**src/hw/rtl/deq_pkg.sv**
```systemverilog
`timescale 1ns / 1ps

package deq_pkg;

  localparam int OP_W    = 2;
  localparam int FIELD_W = 32;
  localparam int POS_W   = 6;
  localparam int COUNT_W = 7;
  localparam int STAT_W  = 2;

  typedef enum logic [OP_W-1:0] {
    OP_PUSH_FRONT = 2'd0,
    OP_PUSH_BACK  = 2'd1,
    OP_READ       = 2'd2
  } opcode_t;

  typedef enum logic [STAT_W-1:0] {
    ST_OK    = 2'd0,
    ST_RANGE = 2'd1,
    ST_FULL  = 2'd2
  } status_t;

  typedef enum logic [1:0] {
    S_IDLE,
    S_READ,
    S_RESP
  } state_t;

  typedef struct packed {
    logic accept;
    logic capture;
  } cmd_t;

  typedef struct packed {
    logic read_hit;
  } stat_t;

endpackage

```
**src/hw/rtl/deq_ifs.sv**
```systemverilog
`timescale 1ns / 1ps

interface deq_req_if;
  logic                                valid;
  logic                                ready;
  logic [deq_pkg::OP_W-1:0]            opcode;
  logic signed [deq_pkg::FIELD_W-1:0]  value;
  logic [deq_pkg::POS_W-1:0]           position;

  modport source (output valid, opcode, value, position, input ready);
  modport sink (input valid, opcode, value, position, output ready);
endinterface

interface deq_rsp_if;
  logic                                valid;
  logic                                ready;
  logic signed [deq_pkg::FIELD_W-1:0]  read_data;
  logic [deq_pkg::STAT_W-1:0]          status;
  logic [deq_pkg::COUNT_W-1:0]         count_now;
  logic                                is_empty;
  logic signed [deq_pkg::FIELD_W-1:0]  front_value;
  logic signed [deq_pkg::FIELD_W-1:0]  back_value;

  modport source (output valid, read_data, status, count_now, is_empty, front_value,
                  back_value, input ready);
  modport sink (input valid, read_data, status, count_now, is_empty, front_value,
                back_value, output ready);
endinterface

```
**src/hw/rtl/deq_ram.sv**
```systemverilog
`timescale 1ns / 1ps

module deq_ram #(
  parameter int WIDTH = 32,
  parameter int DEPTH = 64
) (
  input  logic                     clk,
  input  logic                     we,
  input  logic [$clog2(DEPTH)-1:0] waddr,
  input  logic [WIDTH-1:0]         wdata,
  input  logic                     re,
  input  logic [$clog2(DEPTH)-1:0] raddr,
  output logic [WIDTH-1:0]         rdata
);

  logic [WIDTH-1:0] mem [DEPTH];

  always_ff @(posedge clk) begin
    if (we) begin
      mem[waddr] <= wdata;
    end
    if (re) begin
      rdata <= mem[raddr];
    end
  end

endmodule

```
**src/hw/rtl/deq_ctrl.sv**
```systemverilog
`timescale 1ns / 1ps

module deq_ctrl (
  input  logic           clk,
  input  logic           rst,
  input  logic           req_valid,
  output logic           req_ready,
  output logic           rsp_valid,
  input  logic           rsp_ready,
  input  deq_pkg::stat_t stat,
  output deq_pkg::cmd_t  cmd
);

  deq_pkg::state_t state, state_next;

  always_ff @(posedge clk) begin
    if (rst) begin
      state <= deq_pkg::S_IDLE;
    end else begin
      state <= state_next;
    end
  end

  always_comb begin
    state_next = state;
    case (state)
      deq_pkg::S_IDLE: begin
        if (req_valid) begin
          state_next = stat.read_hit ? deq_pkg::S_READ : deq_pkg::S_RESP;
        end
      end
      deq_pkg::S_READ: begin
        state_next = deq_pkg::S_RESP;
      end
      deq_pkg::S_RESP: begin
        if (rsp_ready) begin
          state_next = deq_pkg::S_IDLE;
        end
      end
      default: begin
        state_next = deq_pkg::S_IDLE;
      end
    endcase
  end

  always_comb begin
    req_ready   = 1'b0;
    rsp_valid   = 1'b0;
    cmd.accept  = 1'b0;
    cmd.capture = 1'b0;
    case (state)
      deq_pkg::S_IDLE: begin
        req_ready  = 1'b1;
        cmd.accept = req_valid;
      end
      deq_pkg::S_READ: begin
        cmd.capture = 1'b1;
      end
      deq_pkg::S_RESP: begin
        rsp_valid = 1'b1;
      end
      default: begin
        req_ready = 1'b0;
      end
    endcase
  end

endmodule

```
**src/hw/rtl/deq_datapath.sv**
```systemverilog
`timescale 1ns / 1ps

module deq_datapath #(
  parameter int DEPTH      = 64,
  parameter int DATA_WIDTH = 32
) (
  input  logic                                clk,
  input  logic                                rst,
  input  deq_pkg::cmd_t                       cmd,
  output deq_pkg::stat_t                      stat,
  input  logic [deq_pkg::OP_W-1:0]            opcode,
  input  logic signed [deq_pkg::FIELD_W-1:0]  value,
  input  logic [deq_pkg::POS_W-1:0]           position,
  output logic signed [deq_pkg::FIELD_W-1:0]  read_data,
  output logic [deq_pkg::STAT_W-1:0]          status,
  output logic [deq_pkg::COUNT_W-1:0]         count_now,
  output logic                                is_empty,
  output logic signed [deq_pkg::FIELD_W-1:0]  front_value,
  output logic signed [deq_pkg::FIELD_W-1:0]  back_value
);

  localparam int FIELD_W = deq_pkg::FIELD_W;
  localparam int COUNT_W = deq_pkg::COUNT_W;
  localparam int POS_W   = deq_pkg::POS_W;
  localparam int PTR_W   = $clog2(DEPTH);
  localparam int CNT_W   = $clog2(DEPTH + 1);
  localparam int SUM_W   = ((PTR_W > POS_W) ? PTR_W : POS_W) + 1;
  localparam logic [CNT_W-1:0] FULL_COUNT = CNT_W'(DEPTH);
  localparam logic [SUM_W-1:0] DEPTH_S    = SUM_W'(DEPTH);
  localparam logic [PTR_W-1:0] LAST_SLOT  = PTR_W'(DEPTH - 1);

  logic [PTR_W-1:0]                front_ptr;
  logic [CNT_W-1:0]                count;
  logic signed [FIELD_W-1:0]       front_reg;
  logic signed [FIELD_W-1:0]       back_reg;
  logic signed [FIELD_W-1:0]       data_reg;
  deq_pkg::status_t                status_reg;

  logic                            is_push;
  logic                            is_front;
  logic                            full;
  logic                            read_ok;
  logic [SUM_W-1:0]                rd_sum;
  logic [SUM_W-1:0]                bk_sum;
  logic [SUM_W-1:0]                rd_slot;
  logic [SUM_W-1:0]                bk_slot;
  logic [PTR_W-1:0]                front_dec;
  logic                            we;
  logic                            re;
  logic [PTR_W-1:0]                waddr;
  logic signed [DATA_WIDTH-1:0]    wdata;
  logic signed [DATA_WIDTH-1:0]    rdata;
  logic signed [FIELD_W-1:0]       push_ext;

  always_comb begin
    is_front  = (opcode == deq_pkg::OP_PUSH_FRONT);
    is_push   = is_front || (opcode == deq_pkg::OP_PUSH_BACK);
    full      = (count >= FULL_COUNT);
    read_ok   = (opcode == deq_pkg::OP_READ) && (SUM_W'(position) < SUM_W'(count));
    rd_sum    = SUM_W'(front_ptr) + SUM_W'(position);
    bk_sum    = SUM_W'(front_ptr) + SUM_W'(count);
    rd_slot   = (rd_sum >= DEPTH_S) ? rd_sum - DEPTH_S : rd_sum;
    bk_slot   = (bk_sum >= DEPTH_S) ? bk_sum - DEPTH_S : bk_sum;
    front_dec = (front_ptr == '0) ? LAST_SLOT : front_ptr - PTR_W'(1);
    we        = cmd.accept && is_push && !full;
    re        = cmd.accept && read_ok;
    waddr     = is_front ? front_dec : bk_slot[PTR_W-1:0];
    wdata     = DATA_WIDTH'(value);
    push_ext  = FIELD_W'(wdata);
  end

  assign stat.read_hit = read_ok;

  deq_ram #(
    .WIDTH (DATA_WIDTH),
    .DEPTH (DEPTH)
  ) u_ram (
    .clk   (clk),
    .we    (we),
    .waddr (waddr),
    .wdata (wdata),
    .re    (re),
    .raddr (rd_slot[PTR_W-1:0]),
    .rdata (rdata)
  );

  always_ff @(posedge clk) begin
    if (rst) begin
      front_ptr <= '0;
      count     <= '0;
    end else if (we) begin
      count <= count + CNT_W'(1);
      if (is_front) begin
        front_ptr <= front_dec;
      end
    end
  end

  always_ff @(posedge clk) begin
    if (we) begin
      if (is_front || count == '0) begin
        front_reg <= push_ext;
      end
      if (!is_front || count == '0) begin
        back_reg <= push_ext;
      end
    end
    if (cmd.accept) begin
      data_reg <= '0;
      if (is_push && full) begin
        status_reg <= deq_pkg::ST_FULL;
      end else if (opcode == deq_pkg::OP_READ && !read_ok) begin
        status_reg <= deq_pkg::ST_RANGE;
      end else begin
        status_reg <= deq_pkg::ST_OK;
      end
    end else if (cmd.capture) begin
      data_reg <= FIELD_W'(rdata);
    end
  end

  assign read_data   = data_reg;
  assign status      = status_reg;
  assign count_now   = COUNT_W'(count);
  assign is_empty    = (count == '0);
  assign front_value = is_empty ? '0 : front_reg;
  assign back_value  = is_empty ? '0 : back_reg;

endmodule

```
**src/hw/rtl/double_ended_queue_store_top.sv**
```systemverilog
`timescale 1ns / 1ps

// Bounded double-ended queue of DEPTH signed entries in a ring memory with a
// front pointer. One item at a time: a push, an out-of-range read or an
// unused opcode shows its result in the cycle after the request transfer; a
// good read passes through the read state first, as the ring memory has a
// registered read port. A new request is taken in the cycle after the result
// transfer, so a new item is not taken before the last result has gone out.
// Front and back entries are held in registers, so only positional reads
// read from the memory. A push while full is dropped with the full status.
module double_ended_queue_store_top #(
  parameter int DEPTH      = 64,
  parameter int DATA_WIDTH = 32
) (
  input  logic       clk,
  input  logic       rst,
  deq_req_if.sink    req,
  deq_rsp_if.source  rsp
);

  deq_pkg::cmd_t  cmd;
  deq_pkg::stat_t stat;

  deq_ctrl u_ctrl (
    .clk       (clk),
    .rst       (rst),
    .req_valid (req.valid),
    .req_ready (req.ready),
    .rsp_valid (rsp.valid),
    .rsp_ready (rsp.ready),
    .stat      (stat),
    .cmd       (cmd)
  );

  deq_datapath #(
    .DEPTH      (DEPTH),
    .DATA_WIDTH (DATA_WIDTH)
  ) u_datapath (
    .clk         (clk),
    .rst         (rst),
    .cmd         (cmd),
    .stat        (stat),
    .opcode      (req.opcode),
    .value       (req.value),
    .position    (req.position),
    .read_data   (rsp.read_data),
    .status      (rsp.status),
    .count_now   (rsp.count_now),
    .is_empty    (rsp.is_empty),
    .front_value (rsp.front_value),
    .back_value  (rsp.back_value)
  );

  a_one_in_flight: assert property (@(posedge clk) disable iff (rst)
    !(rsp.valid && req.ready))
    else $error("request taken while a result is pending");

  a_full_count: assert property (@(posedge clk) disable iff (rst)
    rsp.valid && rsp.status == deq_pkg::ST_FULL |-> rsp.count_now == 7'(DEPTH))
    else $error("push dropped below capacity");

  a_fail_zero: assert property (@(posedge clk) disable iff (rst)
    rsp.valid && rsp.status != deq_pkg::ST_OK |-> rsp.read_data == '0)
    else $error("read data not zero on failed item");

  a_push_no_read: assert property (@(posedge clk) disable iff (rst)
    req.valid && req.ready && req.opcode != deq_pkg::OP_READ |=> rsp.valid)
    else $error("non-read item did not respond in one cycle");

endmodule
```
**src/flat_wrapper.sv**
```systemverilog
// flat-port wrapper written by rule: the top's interface ports become plain ports
module double_ended_queue_store_top_flat 
#(
  parameter int DEPTH      = 64,
  parameter int DATA_WIDTH = 32
)
  (clk, rst, req_valid, req_opcode, req_value, req_position, req_ready, rsp_valid, rsp_read_data, rsp_status, rsp_count_now, rsp_is_empty, rsp_front_value, rsp_back_value, rsp_ready);
  deq_req_if req_i ();
  deq_rsp_if rsp_i ();
  input  logic clk;
  input  logic rst;
  input wire logic [$bits(req_i.valid)-1:0] req_valid;
  input wire logic [$bits(req_i.opcode)-1:0] req_opcode;
  input wire logic [$bits(req_i.value)-1:0] req_value;
  input wire logic [$bits(req_i.position)-1:0] req_position;
  output wire logic [$bits(req_i.ready)-1:0] req_ready;
  output wire logic [$bits(rsp_i.valid)-1:0] rsp_valid;
  output wire logic [$bits(rsp_i.read_data)-1:0] rsp_read_data;
  output wire logic [$bits(rsp_i.status)-1:0] rsp_status;
  output wire logic [$bits(rsp_i.count_now)-1:0] rsp_count_now;
  output wire logic [$bits(rsp_i.is_empty)-1:0] rsp_is_empty;
  output wire logic [$bits(rsp_i.front_value)-1:0] rsp_front_value;
  output wire logic [$bits(rsp_i.back_value)-1:0] rsp_back_value;
  input wire logic [$bits(rsp_i.ready)-1:0] rsp_ready;
  assign req_i.valid = req_valid;
  assign req_i.opcode = req_opcode;
  assign req_i.value = req_value;
  assign req_i.position = req_position;
  assign req_ready = req_i.ready;
  assign rsp_valid = rsp_i.valid;
  assign rsp_read_data = rsp_i.read_data;
  assign rsp_status = rsp_i.status;
  assign rsp_count_now = rsp_i.count_now;
  assign rsp_is_empty = rsp_i.is_empty;
  assign rsp_front_value = rsp_i.front_value;
  assign rsp_back_value = rsp_i.back_value;
  assign rsp_i.ready = rsp_ready;
  double_ended_queue_store_top #(.DEPTH(DEPTH), .DATA_WIDTH(DATA_WIDTH)) u_core (.clk(clk), .rst(rst), .req(req_i), .rsp(rsp_i));
endmodule
```
**config.mk**
```make
export PLATFORM = sky130hd
export DESIGN_NAME = double_ended_queue_store_top_flat
export DESIGN_NICKNAME = d
export VERILOG_FILES = /design/src/hw/rtl/deq_pkg.sv /design/src/hw/rtl/deq_ifs.sv /design/src/hw/rtl/deq_ram.sv /design/src/hw/rtl/deq_ctrl.sv /design/src/hw/rtl/deq_datapath.sv /design/src/hw/rtl/double_ended_queue_store_top.sv /design/src/flat_wrapper.sv
export SDC_FILE = /design/constraint.sdc
export NUM_CORES = 2
export LEC_CHECK = 0
export ABC_AREA = 0
export BUFFER_PORTS_ARGS = -buffer_cell sky130_fd_sc_hd__buf_2
export CAP_MARGIN = 20
export CORE_UTILIZATION = 50
export CTS_CLUSTER_SIZE = 12
export DETAILED_ROUTE_END_ITERATION = 16
export PLACE_DENSITY = 0.66
export SLEW_MARGIN = 30
export SYNTH_ARGS = -nofsm -noshare
export SYNTH_HDL_FRONTEND = slang
export SYNTH_SLANG_ARGS = --single-unit
```
**constraint.sdc**
```tcl
create_clock -name clk -period 7.4 [get_ports clk]
set_clock_uncertainty 0.1 [all_clocks]
set_input_delay 0.74 -clock clk [delete_from_list [all_inputs] [get_ports clk]]
set_output_delay 0.74 -clock clk [all_outputs]
set_load 0.1 [all_outputs]
```
### Yosys cells after proc, flatten, opt, wreduce, memory -nomap -nowiden

Memory sizes are Yosys's and may differ from the RTL's. A register that Yosys moved wholly into a read port is not among the register bits.
Cells that the tools add are included.

* input port bits: 44
* output and inout port bits: 108
* flip-flop bits (word level): 113
* memory bits (writable): 2048
* memories: 1

* equal/unequal tests: 6
* magnitude comparators: 4
* muxes and demuxes: 17
* add/subtract/negate cells: 6
* reductions and logical operators: 20

Memories
* u_core.u_datapath.u_ram.mem: depth 64, width 32, rd ports 1, clocked after Yosys merged registers in 1, wr ports 1, line deq_ram.sv:16 `logic [WIDTH-1:0] mem [DEPTH];`

Operators with widths (number)
* $mux W32: 2
* $mux W6: 4
* $ge A7 B7 Y1 const B: 3
* $sub A6 B1 Y6 const B: 3
* $reduce_and A2 Y1: 4
* $add A6 B6 Y7: 1
* $add A6 B7 Y7: 1
* $add A7 B1 Y7 const B: 1
* $logic_not A7 Y1: 1
* $lt A6 B7 Y1: 1
* $mux W1: 7
* $logic_and A1 B1 Y1: 6
* $logic_not A6 Y1: 1
* $mux W2: 3
* $pmux W2 S3: 1
* $eq A2 B1 Y1 const B: 2
* $eq A2 B2 Y1 const B: 2
* $logic_not A2 Y1: 2
* $ne A2 B2 Y1 const B: 2
* $logic_not A1 Y1: 3
* $logic_or A1 B1 Y1: 3

### Depth between registers and ports, before layout

* depth in word-level cells: 6
* depth in mapped cells: 11

### Modules after synthesis

From an unflattened synthesis, not the netlist that was laid out.

* cell total of the unflattened synthesis: 3741
* area total of the unflattened synthesis: 83857.9 µm²

By module, submodules not included
* deq_ram: cells each 3324, times used 1, area each 78835.6 µm²
* deq_datapath: cells each 405, times used 1, area each 4917.2 µm²
* deq_ctrl: cells each 12, times used 1, area each 105.1 µm²

### Worst setup path after synthesis

Ideal clock, no wire load.

* kind: register to register
* start: register u_core.u_ctrl.state[1]
* end: memory u_core.u_datapath.u_ram.mem[15][0] (enable)
* buffers on the path: 0
* library setup time: 0.421 ns
* data required time: 6.879 ns
* path slack: 2.756 ns
* arrival time: 4.123 ns
* cell stages (with the launch flop): 7
* path through: dfxtp_1 nor2_1 nand2_1 or3_1 nor2_1 nand2_1 nor2_1

* longest elaborated chain between the ends: 6

RTL lines
* start, declared: line deq_ctrl.sv:14 `deq_pkg::state_t state, state_next;`
* start signal, assigned: line deq_ctrl.sv:18 `state <= deq_pkg::S_IDLE;`
* start signal, assigned: line deq_ctrl.sv:20 `state <= state_next;`
* $logic_not A2 Y1: line deq_ctrl.sv:51 `case (state)`
* $mux W1: line deq_ctrl.sv:51
* $logic_and A1 B1 Y1 (2 in series): line deq_datapath.sv:65 `we = cmd.accept && is_push && !full;`
* $mux W1: line deq_ram.sv:19 `if (we) begin`
* $mux W1 (implied by the code): line deq_ram.sv:20 `mem[waddr] <= wdata;`
* end, declared: line deq_ram.sv:16

Every way passes these cells.

### Worst setup path after layout

* start: register u_core.u_datapath.front_ptr[0]
* end: register u_core.u_datapath.u_ram.rdata[1], read port of u_core.u_datapath.u_ram.mem (data pin)

* longest elaborated chain between the ends: 3
* elaborated cells on any way between the ends: 4
* classes of those cells: add/sub (2); order compare (1); mux (1)

RTL lines
* start, declared: line deq_datapath.sv:32 `logic [PTR_W-1:0] front_ptr;`
* start signal, assigned: line deq_datapath.sv:94 `front_ptr <= front_dec;`
* $add A6 B6 Y7 *: line deq_datapath.sv:60 `rd_sum = SUM_W'(front_ptr) + SUM_W'(position);`
* $sub A6 B1 Y6 / $ge A7 B7 Y1 (equally long branches): line deq_datapath.sv:62 `rd_slot = (rd_sum >= DEPTH_S) ? rd_sum - DEPTH_S : rd_sum;`
* $mux W6 *: line deq_datapath.sv:62
* end, declared: line deq_ram.sv:13 `output logic [WIDTH-1:0] rdata`

Every way passes the cells marked *; elsewhere a longest branch is shown, timed or not.
A chain may end at the register's enable or synchronous reset.

==> reports/results.ini <==
[critical_path]
endpoint_kind=flop
path_buf_inv=2
cp.arrival_ns=4.93
cpPeakStageDelay_ns=0.88
slowest_stage=fa_4
cp_top_family=adder cells
crit_type=reg -> reg
rrSetupSlack_ns=2.93
timing.rr.end=u_core.u_datapath.u_ram.rdata[1]
path_max_fanout=82
crit_path_start_kind=flop
r2r_start=u_core.u_datapath.front_ptr[0]
ff2ff_path_depth=9
worstPathCellList=ha_4, fa_4, buf_12, buf_4, mux4_2, and3_1, a31oi_1, a41o_1, nor3_2
cp.required_ns=7.87

[routing]
routed_wirelength_mm=223
wire_per_inst_um=32.8
avgViaCountPerCell=6.33
dr.first_iter.drc_count=5454
top_layer_used=met5
route.met3.wl_mm=22.3
wl_met2_mm=106
detail-route-antenna-nets=0
drc=0
vias=42994
wl_met1_mm=87.6
drtPass1Iterations=5

[floorplan]
top_level_ports=152
die_area_um2=171000
row_count=150
die_x_um=414
start_util=0.506
die_h_um=414
coreArea_um2=168000

[worst_hold_path]
min_to=u_core.u_ctrl.state[1]
hold_depth=3
min_from=rsp_ready
hp-class=in -> reg

[grt]
antenna_found_initial=15
track_usage=0.260
grt_pass1_vias=41981
grt_max_degree=129
overflow=0
grt_pass1_wl_mm=314

[finish]
fin_cells=6797
final_common_cell=edfxtp_1
nets=4492
areaGrowthSynthToFinish_pct=12.5
largest_reg_flops=2048
top_register=u_core.u_datapath.u_ram.mem
final_util=0.569
final_cell_mix=edfxtp_1 (2146), mux4_2 (512), nand2_1 (228), clkbuf_16 (219), nor2_1 (216)
drive_gt1_frac=0.261

[sta]
layout_worst_path_cycle_share=0.604
worst_pin_slew_ns=1.04
drv_slew=0
maxSlewHeadroom=0.305
fmax_ghz=0.224
setup_slack_ns=2.93
hold_ws_ns=0.0723
setup_tns_ns=0
setup_viol_count_final=0
rsz0062_at_grt=no
finalHoldViolations=0
fin_crit_ns=4.47

[logic_synthesis]
synthCells=4147
synthArstFlopShare=0
synth_edf_count=2146
ys_seq_elements=2193
syn-num-nets=4212
yosysWarnings=0
synth_seq_area_share=0.770
synthFlopType=edfxtp_1
yosysUniqueCellTypes=58
mappedNetlistArea_um2=84900
synth_area_per_cell_um2=20.5

[run_status]
outcome=finished clean

[placed_design]
post-dp-hpwl_mm=119
place_congestion=0.849
pre_cts_ws_ns=2.44
portBuffers=151
dp.cells=6410

[clocking]
post-cts-setup-buffer-count=0
clk_pin_slew_worst_paths_ns=0.06
cts_tree=built
cts_hold_buf=0
ctsResizeCount=0
worstSkewPairLatency_ns=0.85
clock_path_buffers=3
cts-root-buf=clkbuf_16
clock_sinks=2193
htreeDepth=4
cts_made_buffers=214

[power_and_ir_drop]
p_int_mw=20.2
clockPowerShare=0.375
switching_share=0.240
p_leak_nw=30.4
p_sw_mw=6.39
pwr-share-seq=0.517
p_comb_frac=0.108
irDropWorstVdd_mv=0.282
power_density_nw_per_um2=278

[run]
cap_viol_max_count=0

==> final cells by class <==
class,instances,area (um^2)
fill,12277,72300
sequential,2193,65400
multi-input combinational,1704,18900
clock buffer,335,6020
tap,2204,2760
timing repair buffer,298,2160
clock inverter,44,263
inverter,16,60.1
antenna,3,7.51
==> through the flow <==
step / power (mW) / instance area [um^2]
2_1_floorplan: 15.8 / 84900
3_3_place_gp: 16.8 / 89100
3_5_place_dp: 16.9 / 89100
4_1_cts: 26.7 / 95400
5_1_grt: 27.3 / 95500
6_report: 26.6 / 95500
==> routing by layer <==
metal / track usage / up-vias
li1: - / 17560
met1: 0.365 / 22871
met2: 0.404 / 2265
met3: 0.0591 / 296
met4: 0.0878 / 2
met5: 0 / -
==> worst max-delay path by stage <==
stage | start | to | slack (ns) | cells past startpoint
global placement | req_position[0] | u_core.u_datapath.u_ram.rdata[1] | 2.43 | 10
finish | u_core.u_datapath.front_ptr[0] | u_core.u_datapath.u_ram.rdata[1] | 2.93 | 9
global route | u_core.u_datapath.front_ptr[0] | u_core.u_datapath.u_ram.rdata[1] | 2.93 | 9
CTS | u_core.u_datapath.front_ptr[0] | u_core.u_datapath.u_ram.rdata[1] | 2.99 | 9
detailed placement | req_position[0] | u_core.u_datapath.u_ram.rdata[1] | 2.44 | 10
floorplan | u_core.u_ctrl.state[1] | u_core.u_datapath.u_ram.mem[15][0] | 2.76 | 6
==> power by group through the flow <==
stage          clock network (mW)  registers (mW)  logic, mW
4_1_cts                      10.1            13.7       2.86
6_report                     9.98            13.7       2.86
5_1_grt                      10.6            13.7       3.00
2_1_floorplan                   0            14.0       1.75
3_5_place_dp                    0            14.0       2.86
3_3_place_gp                    0            14.0       2.84
==> kinds of logic (layout without fill, tap and decap cells) <==
| family | after synthesis | count (layout) | share of synthesized area |
|---|---|---|---|
| flip-flops | 2193 | 2193 | 0.770 |
| AND/OR/NAND/NOR | 902 | 902 | 0.0509 |
| multiplexers | 547 | 547 | 0.140 |
| buffers and inverters | 250 | 693 | 0.0144 |
| AO/OA/AOI/OAI | 214 | 214 | 0.0184 |
| adder cells (fa/ha/maj) | 21 | 21 | 0.00327 |
| XOR/XNOR | 20 | 20 | 0.00246 |
| other | 0 | 3 | 0 |
==> worst reg2reg max path, stage by stage (launching register included) <==
cell     delay [ns]
dfxtp_1        0.39
ha_4           0.21
fa_4           0.88
buf_12         0.44
buf_4          0.70
mux4_2         0.43
and3_1         0.19
a31oi_1        0.23
a41o_1         0.54
nor3_2         0.10
==> Yosys cell counts (33+ instances only) <==
cell type,number,share of area
dfxtp_1,47,0.011
buf_2,81,0.0048
nor2_1,280,0.012
edfxtp_1,2146,0.76
and2_1,66,0.0049
o22ai_1,36,0.0027
mux4_2,512,0.14
nand3_1,198,0.012
and3_1,33,0.0024
clkbuf_1,103,0.0046
nor3_2,33,0.0039
nand2_1,230,0.010
a22o_1,33,0.0034
a21oi_1,44,0.0026
(Power assumes the default switching activity.)
